[src/rtl/nfds_pkg.sv]
// ----------------------------------------------------------------------------
// nfds_pkg
// Shared types and constants for the nonuniform three-point stencil generator.
// ----------------------------------------------------------------------------
package nfds_pkg;

	localparam int LOC_W          = 32;
	localparam int COEFF_W        = 48;
	localparam int IDX_W          = 12;
	localparam int ORDER_W        = 2;
	localparam int MAX_POINTS_DEF = 4096;

	// quotient bits below the overflow pre-check
	localparam int DIV_BITS = 49;
	localparam int DEN_W    = 64;
	localparam int NUM_W    = 64;

	localparam logic [ORDER_W-1:0] ORDER_RESET  = 2'd1;
	localparam logic [ORDER_W-1:0] ORDER_SECOND = 2'd2;

	localparam logic [DIV_BITS-1:0] MAG_CAP     = 49'h1_0000_0000_0000;
	localparam logic [DIV_BITS-1:0] MAG_POS_MAX = 49'h0_7FFF_FFFF_FFFF;
	localparam logic [DIV_BITS-1:0] MAG_NEG_MAX = 49'h0_8000_0000_0000;
	localparam logic [COEFF_W-1:0]  COEFF_POS_MAX = 48'h7FFF_FFFF_FFFF;
	localparam logic [COEFF_W-1:0]  COEFF_NEG_MAX = 48'h8000_0000_0000;

	typedef enum logic [1:0] {
		STATUS_OK       = 2'd0,
		STATUS_ORDER    = 2'd1,
		STATUS_SHORT    = 2'd2,
		STATUS_OVERFLOW = 2'd3
	} status_t;

	typedef enum logic [1:0] {
		SEL_LOWER = 2'd0,
		SEL_DIAG  = 2'd1,
		SEL_UPPER = 2'd2
	} coeff_sel_t;

	typedef struct packed {
		logic             capture;
		logic             take;
		logic             load_den;
		logic             div_init;
		logic             div_step;
		logic             div_finish;
		coeff_sel_t       sel;
		logic             emit;
		status_t          status;
		logic [IDX_W-1:0] row_idx;
		logic             last;
	} cmd_t;

	typedef struct packed {
		logic loc_le_newer;
		logic out_free;
	} stat_t;

endpackage

[src/rtl/nonuniform_fd_stencil_gen_top.sv]
// ----------------------------------------------------------------------------
// nonuniform_fd_stencil_gen_top
// Three-point first/second derivative stencil rows on a nonuniform grid.
//
//   channel   direction   handshake              payload
//   in        in          in_valid / in_ready    location, first_point, final_point
//   out       out         out_valid / out_ready  row_index, *_coeff, saturated,
//                                                status, last_row
//   cfg       in          cfg_we                 cfg_wdata (derivative_order)
//
// A row passes through one decide step, then per coefficient one multiply,
// one divider set-up, 49 restoring steps and one round/saturate step in the
// shared divider, then the load of the result register. Ignored requests
// return to idle from the decide step; error results go to the emit step.
// Reset is asynchronous; no clearing pass is needed.
// A stalled result holds the block in its emit step; the next request is
// taken as soon as the result register has been loaded.
// ----------------------------------------------------------------------------
module nonuniform_fd_stencil_gen_top import nfds_pkg::*; #(
	parameter int MAX_POINTS = MAX_POINTS_DEF
) (
	input  logic                      clk,
	input  logic                      arst_n,
	input  logic                      cfg_we,
	input  logic [ORDER_W-1:0]        cfg_wdata,
	input  logic                      in_valid,
	output logic                      in_ready,
	input  logic signed [LOC_W-1:0]   location,
	input  logic                      first_point,
	input  logic                      final_point,
	output logic                      out_valid,
	input  logic                      out_ready,
	output logic [IDX_W-1:0]          row_index,
	output logic signed [COEFF_W-1:0] lower_coeff,
	output logic signed [COEFF_W-1:0] diagonal_coeff,
	output logic signed [COEFF_W-1:0] upper_coeff,
	output logic                      saturated,
	output logic [1:0]                status,
	output logic                      last_row
);

	cmd_t  cmd;
	stat_t st;
	logic  last_q;

	nfds_ctrl #(
		.MAX_POINTS(MAX_POINTS)
	) u_ctrl (
		.clk        (clk),
		.arst_n     (arst_n),
		.in_valid   (in_valid),
		.in_ready   (in_ready),
		.first_point(first_point),
		.final_point(final_point),
		.st         (st),
		.cmd        (cmd)
	);

	nfds_datapath u_dp (
		.clk           (clk),
		.arst_n        (arst_n),
		.cfg_we        (cfg_we),
		.cfg_wdata     (cfg_wdata),
		.location      (location),
		.cmd           (cmd),
		.st            (st),
		.out_ready     (out_ready),
		.out_valid     (out_valid),
		.row_index     (row_index),
		.lower_coeff   (lower_coeff),
		.diagonal_coeff(diagonal_coeff),
		.upper_coeff   (upper_coeff),
		.saturated     (saturated),
		.status        (status)
	);

	always_ff @(posedge clk) begin
		if (cmd.emit) last_q <= cmd.last;
	end

	assign last_row = last_q;

endmodule

[src/rtl/nfds_ctrl.sv]
// ----------------------------------------------------------------------------
// nfds_ctrl
// Sequencer: grid bookkeeping, error decisions and the divider schedule.
// ----------------------------------------------------------------------------
module nfds_ctrl import nfds_pkg::*; #(
	parameter int MAX_POINTS = MAX_POINTS_DEF
) (
	input  logic  clk,
	input  logic  arst_n,
	input  logic  in_valid,
	output logic  in_ready,
	input  logic  first_point,
	input  logic  final_point,
	input  stat_t st,
	output cmd_t  cmd
);

	localparam int CNT_W     = $clog2(MAX_POINTS + 1);
	localparam int IDX_EXT_W = (CNT_W > IDX_W) ? CNT_W : IDX_W;
	localparam int ITER_W    = $clog2(DIV_BITS);

	typedef enum logic [6:0] {
		S_IDLE   = 7'b0000001,
		S_DECIDE = 7'b0000010,
		S_DEN    = 7'b0000100,
		S_INIT   = 7'b0001000,
		S_ITER   = 7'b0010000,
		S_FINISH = 7'b0100000,
		S_EMIT   = 7'b1000000
	} state_t;

	state_t            state_q, state_d;
	logic [CNT_W-1:0]  count_q;
	logic              failed_q;
	logic              first_q, final_q;
	status_t           status_q;
	logic [IDX_W-1:0]  row_idx_q;
	logic              last_q;
	coeff_sel_t        sel_q;
	logic [ITER_W-1:0] iter_q;

	logic [CNT_W-1:0]     cnt_eff;
	logic                 failed_eff;
	logic [IDX_EXT_W-1:0] row_ext;
	logic                 accept;

	assign in_ready   = (state_q == S_IDLE);
	assign accept     = in_valid && in_ready;
	assign cnt_eff    = first_q ? '0 : count_q;
	assign failed_eff = first_q ? 1'b0 : failed_q;
	assign row_ext    = IDX_EXT_W'(cnt_eff) - IDX_EXT_W'(1);

	always_comb begin
		state_d        = state_q;
		cmd            = '0;
		cmd.capture    = accept;
		cmd.sel        = sel_q;
		cmd.status     = status_q;
		cmd.row_idx    = row_idx_q;
		cmd.last       = last_q;
		case (state_q)
			S_IDLE: begin
				if (accept) state_d = S_DECIDE;
			end
			S_DECIDE: begin
				if (failed_eff) begin
					state_d = S_IDLE;
				end else if (cnt_eff >= CNT_W'(MAX_POINTS)) begin
					state_d = S_EMIT;
				end else if (cnt_eff >= CNT_W'(1) && st.loc_le_newer) begin
					state_d = S_EMIT;
				end else begin
					cmd.take = 1'b1;
					if (cnt_eff >= CNT_W'(2)) state_d = S_DEN;
					else if (final_q) state_d = S_EMIT;
					else state_d = S_IDLE;
				end
			end
			S_DEN: begin
				cmd.load_den = 1'b1;
				state_d      = S_INIT;
			end
			S_INIT: begin
				cmd.div_init = 1'b1;
				state_d      = S_ITER;
			end
			S_ITER: begin
				cmd.div_step = 1'b1;
				if (iter_q == ITER_W'(DIV_BITS - 1)) state_d = S_FINISH;
			end
			S_FINISH: begin
				cmd.div_finish = 1'b1;
				if (sel_q == SEL_UPPER) state_d = S_EMIT;
				else state_d = S_DEN;
			end
			S_EMIT: begin
				if (st.out_free) begin
					cmd.emit = 1'b1;
					state_d  = S_IDLE;
				end
			end
			default: state_d = S_IDLE;
		endcase
	end

	always_ff @(posedge clk or negedge arst_n) begin
		if (!arst_n) begin
			state_q   <= S_IDLE;
			count_q   <= '0;
			failed_q  <= 1'b0;
			first_q   <= 1'b0;
			final_q   <= 1'b0;
			status_q  <= STATUS_OK;
			row_idx_q <= '0;
			last_q    <= 1'b0;
			sel_q     <= SEL_LOWER;
			iter_q    <= '0;
		end else begin
			state_q <= state_d;
			if (accept) begin
				first_q <= first_point;
				final_q <= final_point;
			end
			case (state_q)
				S_DECIDE: begin
					count_q  <= cnt_eff;
					failed_q <= failed_eff;
					sel_q    <= SEL_LOWER;
					if (!failed_eff) begin
						if (cnt_eff >= CNT_W'(MAX_POINTS)) begin
							failed_q  <= 1'b1;
							status_q  <= STATUS_OVERFLOW;
							row_idx_q <= '0;
							last_q    <= 1'b1;
						end else if (cnt_eff >= CNT_W'(1) && st.loc_le_newer) begin
							failed_q  <= 1'b1;
							status_q  <= STATUS_ORDER;
							row_idx_q <= '0;
							last_q    <= 1'b1;
						end else begin
							count_q  <= cnt_eff + CNT_W'(1);
							failed_q <= final_q;
							if (cnt_eff >= CNT_W'(2)) begin
								status_q  <= STATUS_OK;
								row_idx_q <= row_ext[IDX_W-1:0];
								last_q    <= final_q;
							end else begin
								status_q  <= STATUS_SHORT;
								row_idx_q <= '0;
								last_q    <= 1'b1;
							end
						end
					end
				end
				S_INIT:   iter_q <= '0;
				S_ITER:   iter_q <= iter_q + ITER_W'(1);
				S_FINISH: begin
					case (sel_q)
						SEL_LOWER: sel_q <= SEL_DIAG;
						SEL_DIAG:  sel_q <= SEL_UPPER;
						default:   sel_q <= SEL_LOWER;
					endcase
				end
				default: ;
			endcase
		end
	end

	// assertions
	a_emit_free: assert property (@(posedge clk) disable iff (!arst_n)
		cmd.emit |-> st.out_free)
		else $error("result loaded over an untaken one");

	a_accept_decide: assert property (@(posedge clk) disable iff (!arst_n)
		accept |=> state_q == S_DECIDE)
		else $error("accepted request not decided next");

	a_iter_bound: assert property (@(posedge clk) disable iff (!arst_n)
		state_q == S_ITER |-> iter_q < ITER_W'(DIV_BITS))
		else $error("divider step count out of range");

	a_sel_range: assert property (@(posedge clk) disable iff (!arst_n)
		(state_q == S_DEN || state_q == S_FINISH) |-> sel_q != 2'd3)
		else $error("coefficient select out of range");

endmodule

[src/rtl/nfds_datapath.sv]
// ----------------------------------------------------------------------------
// nfds_datapath
// Location store, differences, shared multiplier, restoring divider and
// the result register.
// ----------------------------------------------------------------------------
module nfds_datapath import nfds_pkg::*; (
	input  logic                      clk,
	input  logic                      arst_n,
	input  logic                      cfg_we,
	input  logic [ORDER_W-1:0]        cfg_wdata,
	input  logic signed [LOC_W-1:0]   location,
	input  cmd_t                      cmd,
	output stat_t                     st,
	input  logic                      out_ready,
	output logic                      out_valid,
	output logic [IDX_W-1:0]          row_index,
	output logic signed [COEFF_W-1:0] lower_coeff,
	output logic signed [COEFF_W-1:0] diagonal_coeff,
	output logic signed [COEFF_W-1:0] upper_coeff,
	output logic                      saturated,
	output logic [1:0]                status
);

	logic [ORDER_W-1:0]      order_q;
	logic signed [LOC_W-1:0] loc_q, older_q, newer_q;
	logic [LOC_W-1:0]        dxl_q, dxu_q, dxm_q;
	logic [DEN_W-1:0]        den_q;
	logic [NUM_W-1:0]        num_q;
	logic                    neg_q;
	logic [DEN_W-1:0]        rem_q;
	logic [DIV_BITS-1:0]     shift_q, quo_q;
	logic                    ovf_q;
	logic [COEFF_W-1:0]      coeff_q [3];
	logic                    sat_q;
	logic                    out_valid_q;

	logic                    second;
	logic                    neg_diag;
	logic [LOC_W-1:0]        mul_a, mul_b, num_a;
	logic                    sign_d;
	logic [NUM_W-1:0]        num_d;
	logic [DEN_W:0]          trial;
	logic                    round_up;
	logic [DIV_BITS:0]       q_round;
	logic [DIV_BITS-1:0]     mag;
	logic [COEFF_W-1:0]      coeff_d;
	logic                    sat_d;

	assign second   = (order_q == ORDER_SECOND);
	assign neg_diag = dxu_q < dxl_q;

	assign st.loc_le_newer = loc_q <= newer_q;
	assign st.out_free     = !out_valid_q || out_ready;

	always_comb begin
		case (cmd.sel)
			SEL_LOWER: begin
				mul_a  = dxl_q;
				mul_b  = dxm_q;
				num_a  = dxu_q;
				sign_d = !second;
			end
			SEL_DIAG: begin
				mul_a  = dxl_q;
				mul_b  = dxu_q;
				num_a  = neg_diag ? (dxl_q - dxu_q) : (dxu_q - dxl_q);
				sign_d = second || neg_diag;
			end
			default: begin
				mul_a  = dxu_q;
				mul_b  = dxm_q;
				num_a  = dxl_q;
				sign_d = 1'b0;
			end
		endcase
		num_d = second ? (NUM_W'(1) << DIV_BITS) : {num_a, 32'd0};
	end

	assign trial = {rem_q, shift_q[DIV_BITS-1]} - {1'b0, den_q};

	always_comb begin
		round_up = {rem_q, 1'b0} >= {1'b0, den_q};
		q_round  = {1'b0, quo_q} + (DIV_BITS + 1)'(round_up);
		if (ovf_q || q_round > {1'b0, MAG_CAP}) mag = MAG_CAP;
		else mag = q_round[DIV_BITS-1:0];
		sat_d = 1'b0;
		if (neg_q) begin
			if (mag > MAG_NEG_MAX) begin
				sat_d   = 1'b1;
				coeff_d = COEFF_NEG_MAX;
			end else begin
				coeff_d = COEFF_W'(0) - mag[COEFF_W-1:0];
			end
		end else begin
			if (mag > MAG_POS_MAX) begin
				sat_d   = 1'b1;
				coeff_d = COEFF_POS_MAX;
			end else begin
				coeff_d = mag[COEFF_W-1:0];
			end
		end
	end

	always_ff @(posedge clk or negedge arst_n) begin
		if (!arst_n) begin
			order_q     <= ORDER_RESET;
			older_q     <= '0;
			newer_q     <= '0;
			out_valid_q <= 1'b0;
		end else begin
			if (cfg_we) order_q <= cfg_wdata;
			if (cmd.take) begin
				older_q <= newer_q;
				newer_q <= loc_q;
			end
			if (cmd.emit) out_valid_q <= 1'b1;
			else if (out_ready) out_valid_q <= 1'b0;
		end
	end

	always_ff @(posedge clk) begin
		if (cmd.capture) loc_q <= location;
		if (cmd.take) begin
			dxl_q <= LOC_W'(newer_q - older_q);
			dxu_q <= LOC_W'(loc_q - newer_q);
			dxm_q <= LOC_W'(loc_q - older_q);
			sat_q <= 1'b0;
		end
		if (cmd.load_den) begin
			den_q <= {32'd0, mul_a} * {32'd0, mul_b};
			num_q <= num_d;
			neg_q <= sign_d;
		end
		if (cmd.div_init) begin
			ovf_q   <= {49'd0, num_q[NUM_W-1:DIV_BITS]} >= den_q;
			rem_q   <= {49'd0, num_q[NUM_W-1:DIV_BITS]};
			shift_q <= num_q[DIV_BITS-1:0];
			quo_q   <= '0;
		end
		if (cmd.div_step) begin
			shift_q <= {shift_q[DIV_BITS-2:0], 1'b0};
			if (!trial[DEN_W]) begin
				rem_q <= trial[DEN_W-1:0];
				quo_q <= {quo_q[DIV_BITS-2:0], 1'b1};
			end else begin
				rem_q <= {rem_q[DEN_W-2:0], shift_q[DIV_BITS-1]};
				quo_q <= {quo_q[DIV_BITS-2:0], 1'b0};
			end
		end
		if (cmd.div_finish) begin
			sat_q <= sat_q | sat_d;
			case (cmd.sel)
				SEL_LOWER: coeff_q[0] <= coeff_d;
				SEL_DIAG:  coeff_q[1] <= coeff_d;
				default:   coeff_q[2] <= coeff_d;
			endcase
		end
		if (cmd.emit) begin
			row_index <= cmd.row_idx;
			status    <= cmd.status;
			if (cmd.status == STATUS_OK) begin
				lower_coeff    <= coeff_q[0];
				diagonal_coeff <= coeff_q[1];
				upper_coeff    <= coeff_q[2];
				saturated      <= sat_q;
			end else begin
				lower_coeff    <= '0;
				diagonal_coeff <= '0;
				upper_coeff    <= '0;
				saturated      <= 1'b0;
			end
		end
	end

	assign out_valid = out_valid_q;

endmodule
[config.mk]
export PLATFORM = sky130hd
export DESIGN_NAME = nonuniform_fd_stencil_gen_top
export DESIGN_NICKNAME = d
export VERILOG_FILES = /design/src/rtl/nfds_pkg.sv /design/src/rtl/nonuniform_fd_stencil_gen_top.sv /design/src/rtl/nfds_ctrl.sv /design/src/rtl/nfds_datapath.sv
export SDC_FILE = /design/constraint.sdc
export NUM_CORES = 2
export LEC_CHECK = 0
export ABC_AREA = 1
export BUFFER_PORTS_ARGS = -buffer_cell sky130_fd_sc_hd__buf_4
export CORE_ASPECT_RATIO = 1.2
export CORE_MARGIN = 2
export CORE_UTILIZATION = 30
export DETAILED_ROUTE_END_ITERATION = 6
export PLACE_DENSITY_LB_ADDON = 0.08
export SLEW_MARGIN = 20
export SYNTH_ARGS = -nofsm -noshare
export SYNTH_HDL_FRONTEND = slang
export SYNTH_SLANG_ARGS = --single-unit
[constraint.sdc]
create_clock -name clk -period 11.5 [get_ports clk]
set_input_delay 1.725 -clock clk [delete_from_list [all_inputs] [get_ports clk]]
set_output_delay 1.725 -clock clk [all_outputs]
set_load 0.02 [all_outputs]
# Word-level counts from Yosys, hierarchy flattened
# Memory sizes are Yosys's and may differ from the RTL's. A register that Yosys moved wholly into a read port is not among the register bits.
# Cells that the tools add are included.
classes:
  n_addsub: 11
  mul: 1
  magnitude_cmp: 10
  eq_ne: 14
  mux: 79
  bitwise_logic: 2
  reduce_logical: 22
ops:
  columns: ["operator", "n"]
  rows:
  - ["2-to-1 mux 49 bit", 5]
  - ["2-to-1 mux 48 bit", 5]
  - ["2-to-1 mux 64 bit", 3]
  - ["subtractor 32 bit", 5]
  - ["2-to-1 mux 32 bit", 3]
  - ["OR reduction 48 bit", 2]
  - ["greater-or-equal comparator 65 x 64 -> 1 bit", 1]
  - ["subtractor 65 x 64 -> 65 bit", 1]
  - ["greater-or-equal comparator 15 x 64 -> 1 bit", 1]
  - ["multiplier 32 x 32 -> 64 bit", 1]
  - ["one-hot mux 32 bit (2 select lines)", 1]
  - ["2-to-1 mux 7 bit", 9]
  - ["2-to-1 mux 13 bit", 4]
  - ["adder 49 x 1 -> 50 bit", 1]
  - ["> comparator 50 x 49 -> 1 bit, second input constant", 1]
  - ["> comparator 49 x 47 -> 1 bit, second input constant", 1]
  - ["> comparator 49 x 48 -> 1 bit, second input constant", 1]
  - ["one-hot mux 7 bit (7 select lines)", 1]
  - ["subtractor 1 x 48 -> 48 bit, first input constant", 1]
  - ["2-to-1 mux 1 bit", 36]
  - ["2-to-1 mux 12 bit", 3]
  - ["less-or-equal comparator 32 bit", 1]
  - ["less-than comparator 32 bit", 1]
  - ["adder 13 x 1 -> 13 bit, second input constant", 1]
  - ["31 further kinds", 50]
word_totals:
  register_bits: 550
  ram_bits: 144
  inputBits: 41
  out_inout_bits: 162
  word_cells: 172
  n_memories: 1
memory_table:
  columns: ["memory", "words", "width", "read_ports", "rd_ports_with_merged_regs", "wr", "line_no", "rtl"]
  rows:
  - ["u_dp.coeff_q", 3, 48, 3, 3, 1, "nfds_datapath.sv:33", "logic [COEFF_W-1:0] coeff_q [3];"]

# Depth between registers and ports, before layout
logic_depth:
  depth_word: 10
  depth_mapped: 47
  depth_no_buf: 42

# By module
# A second synthesis with hierarchy kept.
unflattened:
  hier_cells: 9424
  area_unflattened_um2: 79122.1
by_module_without_submodules:
  columns: ["module", "n_inst", "cells_per_inst", "area_per_inst_um2", "seq_area_each_um2"]
  rows:
  - ["nfds_datapath", 1, 9044, 76350.7, 21496.9]
  - ["nfds_ctrl", 1, 379, 2741.4, 1152.4]
  - ["nonuniform_fd_stencil_gen_top", 1, 1, 30.0, 30.0]

# Least setup slack after synthesis
# Ideal clock, no wire load.
synth_path:
  path_kind: "input to register"
  start: "input out_ready"
  end: "register last_q (netlist: last_row) (enable)"
  setup_ns: 0.682
  arrival_ns: 8.378
  required_ns: 10.818
  setup_slack_ns: 2.440
  cell_stages: 2
  path_buffers: 0
  cell_sequence: "nor2_1 nor2_1"
synth_rtl:
  columns: ["item", "line_no", "rtl"]
  rows:
  - ["from (decl)", "nonuniform_fd_stencil_gen_top.sv:32", "input logic out_ready,"]
  - ["to (signal assigned)", "nonuniform_fd_stencil_gen_top.sv:78", "if (cmd.emit) last_q <= cmd.last;"]
  - ["to (decl)", "nonuniform_fd_stencil_gen_top.sv:44", "logic last_q;"]

# Final worst setup path
layout_path:
  start: "register u_ctrl.sel_q[1]"
  end: "register u_dp.den_q[63] (data pin)"
layout_via:
  elab_chain_len: 4
  elab_cells_between_ends: 6
  classes_between: "1 x mul; 1 x eq/ne; 2 x mux; 2 x reduce/logical"
layout_rtl:
  columns: ["item", "line_no", "rtl"]
  rows:
  - ["from (decl)", "nfds_ctrl.sv:39", "coeff_sel_t sel_q;"]
  - ["from (signal assigned)", "nfds_ctrl.sv:116", "sel_q <= SEL_LOWER;"]
  - ["from (signal assigned)", "nfds_ctrl.sv:128", "sel_q <= SEL_LOWER;"]
  - ["from (signal assigned)", "nfds_ctrl.sv:159", "SEL_LOWER: sel_q <= SEL_DIAG;"]
  - ["equality test 2 x 1 -> 1 bit or zero test 2 bit (tied branches)", "nfds_datapath.sv:56", "case (cmd.sel)"]
  - ["OR reduction 2 bit (no line)", null, null]
  - ["2-to-1 mux 32 bit", "nfds_datapath.sv:56", null]
  - ["multiplier 32 x 32 -> 64 bit *", "nfds_datapath.sv:130", "den_q <= {32'd0, mul_a} * {32'd0, mul_b};"]
  - ["to (signal assigned)", "nfds_datapath.sv:130", null]
  - ["to (decl)", "nfds_datapath.sv:27", "logic [DEN_W-1:0] den_q;"]
# Mark *: on every way between the ends. The rest lies on a longest branch, timed or not.
# A chain may end at the register's enable or synchronous reset.

==> flow_metrics.py <==
metrics = {
    "global_routing": {
        "grt_overflow": 0,
        "grt_pass1_vias": 65380,
        "grt_pass1_wl_um": 421100,
        "antenna_found_initial": 11,
        "grt_max_degree": 91,
        "grt_usage_pct": 21.09,
    },
    "sta": {
        "fin_skew_ns": 0.09570,
        "period_share_pct": 89.45,
        "slew_headroom_pct": 18.29,
        "worst_slack_ns": 1.213,
        "tightest_slew_ns": 1.214,
        "fmax_mhz": 97.21,
        "fin_crit_ns": 10.29,
        "maxSlewViolCount": 0,
        "rsz0062_at_grt": "no",
        "setup_viol": 0,
        "finalSetupTns_ns": 0,
        "hold_viol": 0,
    },
    "routing": {
        "route.vias.total": 60970,
        "drt_iter0_markers": 3943,
        "drt-pass1-iter-count": 5,
        "wirelength_um": 278000,
        "ant_nets": 0,
        "avgViaCountPerCell": 4.749,
        "wl_per_cell_um": 21.66,
        "drc": 0,
    },
    "cts": {
        "clkLatencyLatePin_ns": 0.78,
        "clockBufferDepth": 3,
        "htreeDepth": 3,
        "ctsResizeCount": 0,
        "clockRootBuffer": "clkbuf_16",
        "cts_buffers": 93,
        "postCtsHoldBufs": 0,
        "post-cts-setup-buffer-count": 0,
        "cts_tree": "built",
        "cts_sinks": 774,
        "clk_pin_slew_ns": 0.06,
    },
    "final_layout": {
        "instances_no_fill": 12840,
        "n_fill_cell": 27510,
        "mostFrequentLayoutCells": "inv_1, nand2_1, nor2_1",
        "final_area_um2": 87050,
        "layout-drive-gt1-share_pct": 6.506,
        "mostFrequentLayoutCell": "inv_1",
        "regArea_um2": 22680,
        "multi_input_area_um2": 47140,
        "final_nets": 10800,
        "syn2layout_area_growth_pct": 11.52,
    },
    "setup_path": {
        "timing.rr.end": "u_dp.den_q[63]$_DFFE_PP_",
        "r2r.worst_path.cells": 36,
        "crit_fanout": 14,
        "reg2reg_from": "u_ctrl.sel_q[1]$_DFFE_PN0P_",
        "worstPathRequired_ns": 11.93,
        "cp_slowest_stage_delay_ns": 0.55,
        "r2r_setup_slack_ns": 1.21,
        "crit_path_start_kind": "flop",
        "critPathSlowestCell": "fa_1",
        "critPathArrivalTime_ns": 10.71,
        "crit_path_end_kind": "flop",
        "critPathKind": "flop to flop",
    },
    "floorplanning": {
        "start_util_pct": 30.10,
        "die_area_um2": 264300,
        "core_area_um2": 259300,
        "pin_count": 203,
        "fp-row-count": 205,
        "fp.dieH_um": 562.8,
        "fp.dieW_um": 469.6,
    },
    "place": {
        "place_congestion": 0.9136,
        "hpwlAfterDp_um": 226700,
        "port_buffers": 202,
        "placed_area_um2": 83990,
        "dpl.cell_count": 12660,
        "place_ws_ns": 1.161,
    },
    "hold_path": {
        "holdCritPathClass": "flop to flop",
        "holdPathEnd": "u_dp.row_index[5]$_DFFE_PP_",
        "whs_path_depth": 0,
        "worstHoldStart": "u_ctrl.row_idx_q[5]$_DFFE_PN0P_",
    },
    "synthesis": {
        "synthCells": 9181,
        "synth_cell_types": 63,
        "yosysWarningCount": 0,
        "syn_nets": 10630,
        "synth_top_flop_cell": "edfxtp_1",
        "async_reset_ff_share_pct": 14.60,
        "synth-seq-cells": 774,
        "netlist_area_um2": 78060,
        "synth_edf_count": 661,
        "syn_area_per_cell_um2": 8.502,
        "ys_seq_area_share_pct": 29.06,
    },
    "run": {
        "drv_cap": 0,
    },
    "outcome": {
        "status": "finished, final reports clean",
    },
}
[how the worst max path moves through the flow]
stage                                            from                        to  slack [ns]
after floorplan                             out_ready        last_row$_DFFE_PP_        2.44
after global placement    u_ctrl.sel_q[0]$_DFFE_PN0P_  u_dp.den_q[63]$_DFFE_PP_        0.78
after detailed placement  u_ctrl.sel_q[1]$_DFFE_PN0P_  u_dp.den_q[63]$_DFFE_PP_        1.16
after CTS                 u_ctrl.sel_q[1]$_DFFE_PN0P_  u_dp.den_q[63]$_DFFE_PP_        1.03
after global routing      u_ctrl.sel_q[1]$_DFFE_PN0P_  u_dp.den_q[63]$_DFFE_PP_        0.56
final                     u_ctrl.sel_q[1]$_DFFE_PN0P_  u_dp.den_q[63]$_DFFE_PP_        1.21
[synth_stat cells, types with 108 or more instances]
| cell | instances | area share, % |
|---|---|---|
| a21oi_1 | 425 | 2.7 |
| fa_1 | 902 | 23 |
| edfxtp_1 | 661 | 25 |
| nand3_1 | 181 | 1.2 |
| nor2_1 | 1086 | 5.2 |
| xor2_1 | 182 | 2.0 |
| ha_1 | 509 | 8.2 |
| nand2_1 | 1789 | 8.6 |
| o21ai_0 | 432 | 2.8 |
| inv_1 | 1893 | 9.1 |
| dfrtp_1 | 111 | 3.6 |
| clkbuf_1 | 252 | 1.2 |
| xnor2_1 | 108 | 1.2 |
[layer usage]
metal  GRT usage, %  vias to the layer above  share of wire (%)
met5              0                        -             0.0068
met4          8.463                        4                4.4
met3          1.761                      390                3.1
met2          38.24                     1343                 51
met1          25.74                    30280                 42
li1               -                    28960                  -
[state kept, by name, indices dropped and copies added, names as in the netlist, 48 cells and up]
name / flops
u_dp.coeff_q: 144
u_dp.den_q: 64
u_dp.diagonal_coeff: 48
u_dp.lower_coeff: 48
u_dp.quo_q: 49
u_dp.rem_q: 64
u_dp.upper_coeff: 48
[critical path, delay by kind of cell, from the launching register on]
kind | cells | cell delay, ns
AOI/OAI and AO/OA | 7 | 2.05
xor gates and xnor gates | 1 | 0.15
adders and majority gates | 9 | 4.18
buffers and inverters | 11 | 2.21
DFF | 1 | 0.49
and+or+nand+nor | 8 | 0.80
[logic make-up after synthesis]
group	count (synthesis)	synth area share (%)
AOI/OAI and AO/OA	1245	8.919
adders and majority gates	1411	31.29
muxes	4	0.05290
DFF	774	29.06
and+or+nand+nor	3248	16.60
xor gates and xnor gates	293	3.317
buffers and inverters	2206	10.76
[through the flow]
stage	hold slack (ns)	utilization, %
global placement	0.4305	32.38
finish	0.4487	33.57
floorplan	0.4249	-
CTS	0.4491	33.57
global route	0.4592	33.57
detailed placement	0.4343	32.39
[final cells by class]
| cell class | instances | share of cell area, % |
|---|---|---|
| diodes | 2 | 0.005749 |
| clock buffers | 115 | 2.791 |
| clock inverters | 58 | 0.7115 |
| well taps | 3415 | 4.909 |
| multi-input cells | 6201 | 54.15 |
| repair buffers | 350 | 3.064 |
| flip-flops and latches | 774 | 26.06 |
| inverters | 1924 | 8.308 |
Power is left out: the tool's default activity adds up to more than one toggle a clock period on the data nets, which glitch-free logic cannot reach.
